[src/sv/assert_macros.svh]
// Assertion macros shared by the RTL of the decimal float multiplier.
`ifndef ASSERT_MACROS_SVH
`define ASSERT_MACROS_SVH

// Implication checked in the same cycle.
`define ASSERT_SAME(label, clk, rst_n, ante, cons) \
	label: assert property (@(posedge clk) disable iff (!rst_n) (ante) |-> (cons)) \
		else $error("assertion failed");

// Implication checked in the cycle after the antecedent.
`define ASSERT_NEXT(label, clk, rst_n, ante, cons) \
	label: assert property (@(posedge clk) disable iff (!rst_n) (ante) |=> (cons)) \
		else $error("assertion failed");

`endif

[src/sv/dfm_pkg.sv]
// Package of the decimal float multiplier: constants and control types.
`timescale 1ns / 1ps
package dfm_pkg;

	localparam int DIGITS_DEFAULT = 30;

	// x / 10 == (x * RECIP_10) >> RECIP_SHIFT for x below 16384
	localparam int RECIP_10    = 6554;
	localparam int RECIP_SHIFT = 16;

	localparam logic signed [19:0] EXP_MIN = -20'sd262144;
	localparam logic signed [19:0] EXP_MAX = 20'sd262143;

	typedef struct packed {
		logic load;
		logic init;
		logic mul;
		logic div;
		logic fin;
		logic pre;
		logic emit;
	} cmd_t;

	typedef struct packed {
		logic few_cols;
		logic term_last;
		logic col_last;
		logic emit_last;
	} status_t;

endpackage

[src/sv/dfm_ram.sv]
// Generic single-port-write RAM with registered read.
`timescale 1ns / 1ps
module dfm_ram #(
	parameter int WIDTH = 4,
	parameter int DEPTH = 30
) (
	input  logic                     clk,
	input  logic                     we,
	input  logic [$clog2(DEPTH)-1:0] waddr,
	input  logic [WIDTH-1:0]         wdata,
	input  logic [$clog2(DEPTH)-1:0] raddr,
	output logic [WIDTH-1:0]         rdata
);

	logic [WIDTH-1:0] mem_q [DEPTH];

	always_ff @(posedge clk) begin
		if (we) begin
			mem_q[waddr] <= wdata;
		end
		rdata <= mem_q[raddr];
	end

endmodule

[src/sv/dfm_controller.sv]
// Controller state machine of the decimal float multiplier.
`timescale 1ns / 1ps
module dfm_controller (
	input  logic             clk,
	input  logic             arst_n,
	input  logic             start,
	input  logic             mode,
	input  logic             last_digit,
	input  dfm_pkg::status_t sts,
	output dfm_pkg::cmd_t    cmd,
	output logic             busy
);

	typedef enum logic [2:0] {
		ST_IDLE, ST_INIT, ST_MUL, ST_DIV, ST_FIN, ST_PRE, ST_EMIT
	} state_t;

	state_t state_q, state_d;

	always_comb begin
		state_d = state_q;
		case (state_q)
			ST_IDLE: if (start && mode && last_digit) state_d = ST_INIT;
			ST_INIT: state_d = sts.few_cols ? ST_FIN : ST_MUL;
			ST_MUL:  if (sts.term_last) state_d = ST_DIV;
			ST_DIV:  state_d = sts.col_last ? ST_FIN : ST_MUL;
			ST_FIN:  state_d = ST_PRE;
			ST_PRE:  state_d = ST_EMIT;
			ST_EMIT: if (sts.emit_last) state_d = ST_IDLE;
			default: state_d = ST_IDLE;
		endcase
	end

	always_ff @(posedge clk or negedge arst_n) begin
		if (!arst_n) begin
			state_q <= ST_IDLE;
			busy    <= 1'b0;
		end else begin
			state_q <= state_d;
			busy    <= (state_d != ST_IDLE);
		end
	end

	always_comb begin
		cmd.load = (state_q == ST_IDLE) && start;
		cmd.init = (state_q == ST_INIT);
		cmd.mul  = (state_q == ST_MUL);
		cmd.div  = (state_q == ST_DIV);
		cmd.fin  = (state_q == ST_FIN);
		cmd.pre  = (state_q == ST_PRE);
		cmd.emit = (state_q == ST_EMIT);
	end

endmodule

[src/sv/dfm_datapath.sv]
// Datapath of the decimal float multiplier: operand store, column MAC, carry, output.
`timescale 1ns / 1ps
module dfm_datapath #(
	parameter int DIGITS = dfm_pkg::DIGITS_DEFAULT
) (
	input  logic                clk,
	input  logic                arst_n,
	input  dfm_pkg::cmd_t       cmd,
	output dfm_pkg::status_t    sts,
	input  logic                mode,
	input  logic [3:0]          digit,
	input  logic                negative,
	input  logic signed [17:0]  exponent,
	input  logic                last_digit,
	output logic                result_valid,
	output logic [3:0]          digit_res,
	output logic [5:0]          position,
	output logic                negative_res,
	output logic signed [18:0]  exponent_res,
	output logic [6:0]          digit_count,
	output logic                last
);

	localparam int CW    = $clog2(DIGITS + 1);
	localparam int AW    = $clog2(DIGITS);
	localparam int NW    = $clog2(2 * DIGITS + 1);
	localparam int ACC_W = $clog2(DIGITS * 90 + 1);
	localparam int MW    = ACC_W + 13;

	logic [3:0] left_q  [DIGITS];
	logic [3:0] right_q [DIGITS];

	logic [CW-1:0] lcnt_q, rcnt_q, lz_q, rz_q;
	logic          lseen_q, rseen_q;
	logic          lneg_q, rneg_q;
	logic signed [17:0] lexp_q, rexp_q;

	logic [CW-1:0]  la_q, ra_q, s_q, z_q, i_q, c_q, k_q;
	logic [NW-1:0]  col_q;
	logic [ACC_W-1:0] acc_q, carry_q;
	logic signed [19:0] epart_q;
	logic signed [18:0] exp_q;

	logic [3:0]  d_sat;
	logic        keep;
	logic [CW-1:0] la_c, ra_c;
	logic [NW-1:0] n_c;

	logic [NW-1:0] cm1, jj;
	logic          term_ok;
	logic [CW-1:0] lidx;
	logic [NW-1:0] ridx;
	logic [7:0]    prod;

	logic [ACC_W-1:0] total;
	logic [MW-1:0]    qmul;
	logic [ACC_W-1:0] quo;
	logic [ACC_W-1:0] rem_w;
	logic [3:0]       rem;
	logic             col_in;

	logic signed [19:0] e_c;
	logic [CW:0]        rd_next;

	logic          we;
	logic [AW-1:0] waddr, raddr;
	logic [3:0]    wdata, rdata;

	assign d_sat = (digit > 4'd9) ? 4'd9 : digit;
	assign keep  = mode ? (rcnt_q < CW'(DIGITS)) : (lcnt_q < CW'(DIGITS));

	assign la_c = lcnt_q - lz_q;
	assign ra_c = rcnt_q - rz_q;
	assign n_c  = NW'(la_c) + NW'(ra_c);

	// one digit pair of column col_q per cycle
	assign cm1     = col_q - NW'(1);
	assign jj      = cm1 - NW'(i_q);
	assign term_ok = (i_q < la_q) && (cm1 >= NW'(i_q)) && (jj < NW'(ra_q));
	assign lidx    = lz_q + i_q;
	assign ridx    = NW'(rz_q) + jj;
	assign prod    = term_ok ? (8'(left_q[lidx[AW-1:0]]) * 8'(right_q[ridx[AW-1:0]])) : 8'd0;

	// column close: digit and carry by reciprocal of ten
	assign total  = acc_q + carry_q;
	assign qmul   = MW'(total) * MW'(dfm_pkg::RECIP_10);
	assign quo    = ACC_W'(qmul >> dfm_pkg::RECIP_SHIFT);
	assign rem_w  = total - ACC_W'((quo << 3) + (quo << 1));
	assign rem    = rem_w[3:0];
	assign col_in = (col_q < NW'(s_q));

	assign e_c = epart_q - 20'(z_q);

	assign sts.few_cols  = (n_c < NW'(2));
	assign sts.term_last = ({1'b0, i_q} + (CW+1)'(1)) >= {1'b0, la_q};
	assign sts.col_last  = (col_q == NW'(1));
	assign sts.emit_last = (c_q == '0) || ({1'b0, k_q} + (CW+1)'(1) == {1'b0, c_q});

	assign rd_next = {1'b0, z_q} + {1'b0, k_q} + (CW+1)'(1);
	assign raddr   = cmd.pre ? z_q[AW-1:0] :
		((rd_next < (CW+1)'(DIGITS)) ? rd_next[AW-1:0] : '0);
	assign we      = (cmd.div && col_in) || cmd.fin;
	assign waddr   = cmd.fin ? '0 : col_q[AW-1:0];
	assign wdata   = cmd.fin ? carry_q[3:0] : rem;

	dfm_ram #(.WIDTH(4), .DEPTH(DIGITS)) u_ram (
		.clk   (clk),
		.we    (we),
		.waddr (waddr),
		.wdata (wdata),
		.raddr (raddr),
		.rdata (rdata)
	);

	// operand digit store
	always_ff @(posedge clk) begin
		if (cmd.load && keep) begin
			if (mode) begin
				right_q[rcnt_q[AW-1:0]] <= d_sat;
			end else begin
				left_q[lcnt_q[AW-1:0]] <= d_sat;
			end
		end
	end

	always_ff @(posedge clk or negedge arst_n) begin
		if (!arst_n) begin
			lcnt_q  <= '0;
			rcnt_q  <= '0;
			lz_q    <= '0;
			rz_q    <= '0;
			lseen_q <= 1'b0;
			rseen_q <= 1'b0;
			lneg_q  <= 1'b0;
			rneg_q  <= 1'b0;
			lexp_q  <= '0;
			rexp_q  <= '0;
		end else if (cmd.load) begin
			if (mode) begin
				if (keep) begin
					rcnt_q <= rcnt_q + CW'(1);
					if (d_sat == 4'd0 && !rseen_q) rz_q <= rz_q + CW'(1);
					if (d_sat != 4'd0) rseen_q <= 1'b1;
				end
				if (last_digit) begin
					rneg_q <= negative;
					rexp_q <= exponent;
				end
			end else begin
				if (keep) begin
					lcnt_q <= lcnt_q + CW'(1);
					if (d_sat == 4'd0 && !lseen_q) lz_q <= lz_q + CW'(1);
					if (d_sat != 4'd0) lseen_q <= 1'b1;
				end
				if (last_digit) begin
					lneg_q <= negative;
					lexp_q <= exponent;
				end
			end
		end else if (cmd.fin) begin
			lcnt_q  <= '0;
			rcnt_q  <= '0;
			lz_q    <= '0;
			rz_q    <= '0;
			lseen_q <= 1'b0;
			rseen_q <= 1'b0;
		end
	end

	// product sequencing registers
	always_ff @(posedge clk) begin
		if (cmd.init) begin
			la_q    <= la_c;
			ra_q    <= ra_c;
			s_q     <= (n_c < NW'(DIGITS)) ? CW'(n_c) : CW'(DIGITS);
			z_q     <= (n_c < NW'(DIGITS)) ? CW'(n_c) : CW'(DIGITS);
			col_q   <= n_c - NW'(1);
			i_q     <= '0;
			acc_q   <= '0;
			carry_q <= '0;
			epart_q <= 20'(lexp_q) + 20'(rexp_q) - 20'(lz_q) - 20'(rz_q);
		end else if (cmd.mul) begin
			acc_q <= acc_q + ACC_W'(prod);
			i_q   <= i_q + CW'(1);
		end else if (cmd.div) begin
			if (col_in && rem != 4'd0) z_q <= CW'(col_q);
			carry_q <= quo;
			acc_q   <= '0;
			i_q     <= '0;
			col_q   <= col_q - NW'(1);
		end else if (cmd.fin) begin
			if (carry_q != '0 && s_q != '0) z_q <= '0;
		end else if (cmd.pre) begin
			c_q <= s_q - z_q;
			k_q <= '0;
			if (e_c < dfm_pkg::EXP_MIN) exp_q <= 19'(dfm_pkg::EXP_MIN);
			else if (e_c > dfm_pkg::EXP_MAX) exp_q <= 19'(dfm_pkg::EXP_MAX);
			else exp_q <= 19'(e_c);
		end else if (cmd.emit) begin
			k_q <= k_q + CW'(1);
		end
	end

	// result register
	always_ff @(posedge clk or negedge arst_n) begin
		if (!arst_n) begin
			result_valid <= 1'b0;
		end else begin
			result_valid <= cmd.emit;
		end
	end

	always_ff @(posedge clk) begin
		if (cmd.emit) begin
			negative_res <= lneg_q ^ rneg_q;
			if (c_q == '0) begin
				digit_res    <= 4'd0;
				position     <= 6'd0;
				exponent_res <= '0;
				digit_count  <= 7'd0;
				last         <= 1'b1;
			end else begin
				digit_res    <= rdata;
				position     <= 6'(k_q);
				exponent_res <= exp_q;
				digit_count  <= 7'(c_q);
				last         <= sts.emit_last;
			end
		end
	end

endmodule

[src/sv/decimal_float_multiplier.sv]
// Top level of the decimal float multiplier: controller plus datapath.
//
// Usage: one operand digit is transferred per cycle on start while busy is low,
// tagged by mode (0 left, 1 right), most significant digit first. The transfer
// carrying last_digit also carries the operand's sign and exponent. Digits past
// DIGITS per operand are dropped. A right operand's last digit starts the
// product and raises busy the next cycle.
// Compute: the product is formed column by column, least significant first,
// one digit pair per cycle through a single 4x4 multiplier and accumulator,
// then a separate step per column splits digit and carry (reciprocal of ten).
// Sequence: INIT, the column loop (MUL over the pairs, DIV per column), FIN,
// PRE, then EMIT; the loop is skipped when la + ra significant digits < 2.
// Busy stays high through the result digits and drops with the final one,
// so the next digit can transfer at the edge that ends it.
// Results: one digit per cycle, marked by result_valid for exactly one cycle,
// the final one with last. A zero product gives a single item. Result digits
// are read from a DIGITS-deep RAM with registered read.
// The receiver cannot stall; results are never held back or repeated.
// Reset (arst_n low) clears counts, latched signs and exponents, and control.
`timescale 1ns / 1ps
`include "assert_macros.svh"
module decimal_float_multiplier #(
	parameter int DIGITS = dfm_pkg::DIGITS_DEFAULT
) (
	input  logic               clk,
	input  logic               arst_n,
	input  logic               start,
	output logic               busy,
	input  logic               mode,
	input  logic [3:0]         digit,
	input  logic               negative,
	input  logic signed [17:0] exponent,
	input  logic               last_digit,
	output logic               result_valid,
	output logic [3:0]         digit_res,
	output logic [5:0]         position,
	output logic               negative_res,
	output logic signed [18:0] exponent_res,
	output logic [6:0]         digit_count,
	output logic               last
);

	dfm_pkg::cmd_t    cmd;
	dfm_pkg::status_t sts;

	// sequencing: load, init, column MAC / carry loop, finish, prepare, emit
	dfm_controller u_ctrl (
		.clk        (clk),
		.arst_n     (arst_n),
		.start      (start),
		.mode       (mode),
		.last_digit (last_digit),
		.sts        (sts),
		.cmd        (cmd),
		.busy       (busy)
	);

	dfm_datapath #(.DIGITS(DIGITS)) u_dp (
		.clk          (clk),
		.arst_n       (arst_n),
		.cmd          (cmd),
		.sts          (sts),
		.mode         (mode),
		.digit        (digit),
		.negative     (negative),
		.exponent     (exponent),
		.last_digit   (last_digit),
		.result_valid (result_valid),
		.digit_res    (digit_res),
		.position     (position),
		.negative_res (negative_res),
		.exponent_res (exponent_res),
		.digit_count  (digit_count),
		.last         (last)
	);

	// a product's digits leave in consecutive cycles
	`ASSERT_NEXT(a_burst, clk, arst_n, result_valid && !last, result_valid)
	// nothing follows the final digit directly
	`ASSERT_NEXT(a_gap, clk, arst_n, result_valid && last, !result_valid)
	// the closing right digit starts the product
	`ASSERT_NEXT(a_go, clk, arst_n, start && !busy && mode && last_digit, busy)
	// result digits are decimal
	`ASSERT_SAME(a_dec, clk, arst_n, result_valid, digit_res <= 4'd9)

endmodule
[config.mk]
export PLATFORM = sky130hd
export DESIGN_NAME = decimal_float_multiplier
export DESIGN_NICKNAME = d
export VERILOG_FILES = /design/src/sv/dfm_pkg.sv /design/src/sv/dfm_ram.sv /design/src/sv/dfm_controller.sv /design/src/sv/dfm_datapath.sv /design/src/sv/decimal_float_multiplier.sv
export VERILOG_INCLUDE_DIRS = /design/src /design/src/sv
export SDC_FILE = /design/constraint.sdc
export NUM_CORES = 1
export LEC_CHECK = 0
export CAP_MARGIN = 20
export CORE_AREA = 2 2 292 236
export DETAILED_ROUTE_END_ITERATION = 6
export DIE_AREA = 0 0 294 238
export DONT_BUFFER_PORTS = 1
export HOLD_SLACK_MARGIN = 0.05
export PLACE_DENSITY = 0.64
export SETUP_SLACK_MARGIN = 0.4
export SLEW_MARGIN = 10
export SYNTH_ARGS = -nofsm -noshare
export SYNTH_HDL_FRONTEND = slang
export SYNTH_SLANG_ARGS = --single-unit
[constraint.sdc]
create_clock -name clk -period 13 [get_ports clk]
set_input_delay 2.6 -clock clk [delete_from_list [all_inputs] [get_ports clk]]
set_output_delay 2.6 -clock clk [all_outputs]
set_load 0.01 [all_outputs]
==> metrics.txt <==
post-DR wirelength/cell 19.52 um; CTS tree done; Slowest Stage Delay on Critical Path 540 ps; clock slew at reported path FFs 60 ps; area fraction of the dominant cell type after synthesis 0.4718; Power Density 108.0 nW/um^2; CTS Buf Count 55; Min Clock Period, post-route 8157 ps; IO Pins 68; final slew viol count 0; Seq/Total Area, Yosys 0.5463; nets 2609; CTS Buffer Depth 3; final design utilization 0.4895; via count 17.94k; dpl cell area 30900 sq um; hold crit path type reg -> reg; Sum Neg Setup Slack 0 ps; Slew headroom 0.3256; layout cell share with drive strength beyond 1 0.1162; PortBufs 0; number of flops mapped to enable cells by yosys 470; Critical Path RT 13250 ps; Total Power 3537 uW; Final setup viols 0; fin worst setup slack 4843 ps; Starting DRT DRC Count 1394; clk sinks 565; Max H-tree Level 2; WL final 63000 um; Synth area leader edfxtp_1; Pre-antenna DRT Iters 5; Die H 238 um; # DRC 0; CTS-repair resized insts 0; critical path class reg -> reg; setup repair bufs after CTS 0; die width 294 um; CTS root buf clkbuf_16; Worst path slowest cell fa_1; multi-input logic area 12710 sq um; initial core utilization 0.4471; global route overflow 0; final period utilization 0.6275; gpl congestion 0.8877; Worst-Skew Late Latency 610 ps; Worst Setup End Kind flop; Synth area leaders edfxtp_1 (47%), ha_1 (8.9%), dfrtp_1 (5.4%); fmax 122.6 MHz; asr flop ratio synth 0.1150; most common flop cell mapped by yosys edfxtp_1; Vias/cell 5.556; CTS Hold Bufs 0; # diodes 0; Mapped Cells 2310; Cell Area, Synth 29910 sq um; antenna violations before repair 4; die area 69970 sq um; Final ANT Viol Nets 0; sequential cell area 16340 sq um; synthesized area per cell 12.95 sq um; Max FO, Critical Path 5; Synth cell types 81; Hold Fails Final Rpt 0; number of global-route vias before repair 18.16k; RSZ-0062 raised after global routing no; Leak 0.01244 uW; Fill cells 5677; synthesized flop and latch total 565; total track usage 0.1835; Worst VDD drop 0.00009900 V; global-route wire length before repair 101600 um; Worst EP arrival 8400 ps; largest net degree at the start of global routing 66; post-layout instance area 32740 sq um; clock skew 34.51 ps; dpl ws 4956 ps; CP startpoint kind flop; Area Overhead vs Synth 9.466%; status complete, no violations; max cap viols 0; most frequent cells after synthesis edfxtp_1 (470), ha_1 (212), nor2_1 (203); row count 85; post-DP HPWL 45180 um; core area 66900 sq um; leading cell type by number of instances after synthesis edfxtp_1; worst-margin pin slew 1004 ps; Synth Warn # 0
[stage by stage]
stage	cells	hold WS (ps)
after detailed placement	3122	487.0
final	3228	493.6
after global routing	3228	516.0
after floorplan	2312	454.2
after global placement	3121	477.7
after CTS	3225	495.6
[layout by cell type, fill, tap and decap left out, drive strengths merged, types with 46 or more instances in the layout]
| cell type | count |
|---|---|
| dfrtp | 65 |
| xnor2 | 94 |
| nand2 | 151 |
| mux2 | 61 |
| xor2 | 60 |
| inv | 172 |
| fa | 57 |
| o21ai | 82 |
| nor2 | 203 |
| mux2i | 46 |
| mux4 | 68 |
| edfxtp | 470 |
| clkbuf | 64 |
| ha | 212 |
| a21oi | 99 |
[power breakdown]
| part | internal (uW) | switching (uW) |
|---|---|---|
| logic | 1.65 | 10.5 |
| clock network | 889 | 688 |
| registers | 1950 | 0 |
| total | 2840 | 698 |
[worst max-delay path: cells and delay by family (launching register included)]
kind	cells	cell delay, ps
buf+inv	2	110
flops	1	340
simple gates	5	660
compound gates	10	2130
xor+xnor	4	800
fa+ha+maj	9	3750
[state kept, by name (all words and copies together) (netlist names), 6 cells and up]
| signal | flops |
|---|---|
| u_dp.rexp_q | 18 |
| u_dp.carry_q | 9 |
| u_dp.epart_q | 20 |
| u_dp.lexp_q | 18 |
| u_dp.right_q | 120 |
| u_dp.exponent_res | 19 |
| u_dp.u_ram.mem_q | 120 |
| u_dp.col_q | 6 |
| u_dp.exp_q | 19 |
| u_dp.acc_q | 12 |
| u_dp.left_q | 120 |
[metal layers]
layer | vias to the layer above | global-route usage | part of all wire | wire length (um)
li1 | 8446 | - | - | -
met1 | 8902 | 0.2710 | 0.47 | 29620
met5 | - | 0 | 0 | 0
met3 | 83 | 0.03465 | 0.067 | 4200
met2 | 505 | 0.2833 | 0.45 | 28180
met4 | 0 | 0.03664 | 0.016 | 1000
[kinds of logic after synthesis]
| kind of cell | share of synthesized area |
|---|---|
| xor+xnor | 0.04509 |
| simple gates | 0.08968 |
| other cells | 0.0001254 |
| buf+inv | 0.03221 |
| flops | 0.5463 |
| compound gates | 0.07019 |
| mux | 0.08956 |
| fa+ha+maj | 0.1268 |
[worst paths after layout]
| check | slack [ps] | endpoint | cells past startpoint | start |
|---|---|---|---|---|
| worst min register to register | 490 | u_dp.carry_q[7] | 2 | u_dp.carry_q[7] |
| max in group asynchronous | 11160 | u_dp.rseen_q | 0 | arst_n |
| worst max register to register | 4840 | u_dp.z_q[3] | 30 | u_dp.carry_q[0] |
| worst max-delay path | 4840 | u_dp.z_q[3] | 30 | u_dp.carry_q[0] |
| min in group asynchronous | 1680 | u_dp.rexp_q[4] | 0 | arst_n |
| worst min-delay path | 490 | u_dp.carry_q[7] | 2 | u_dp.carry_q[7] |
[area by class of cell]
type                    instances  area share
clock inverters                40     0.01066
repair buffers                 22    0.005885
well taps                     870     0.03325
inverters                     169     0.01937
clock buffers                  63     0.04360
flip-flops and latches        565      0.4991
multi-input cells            1499      0.3882
No activity file was read; power rests on OpenSTA's default activity.
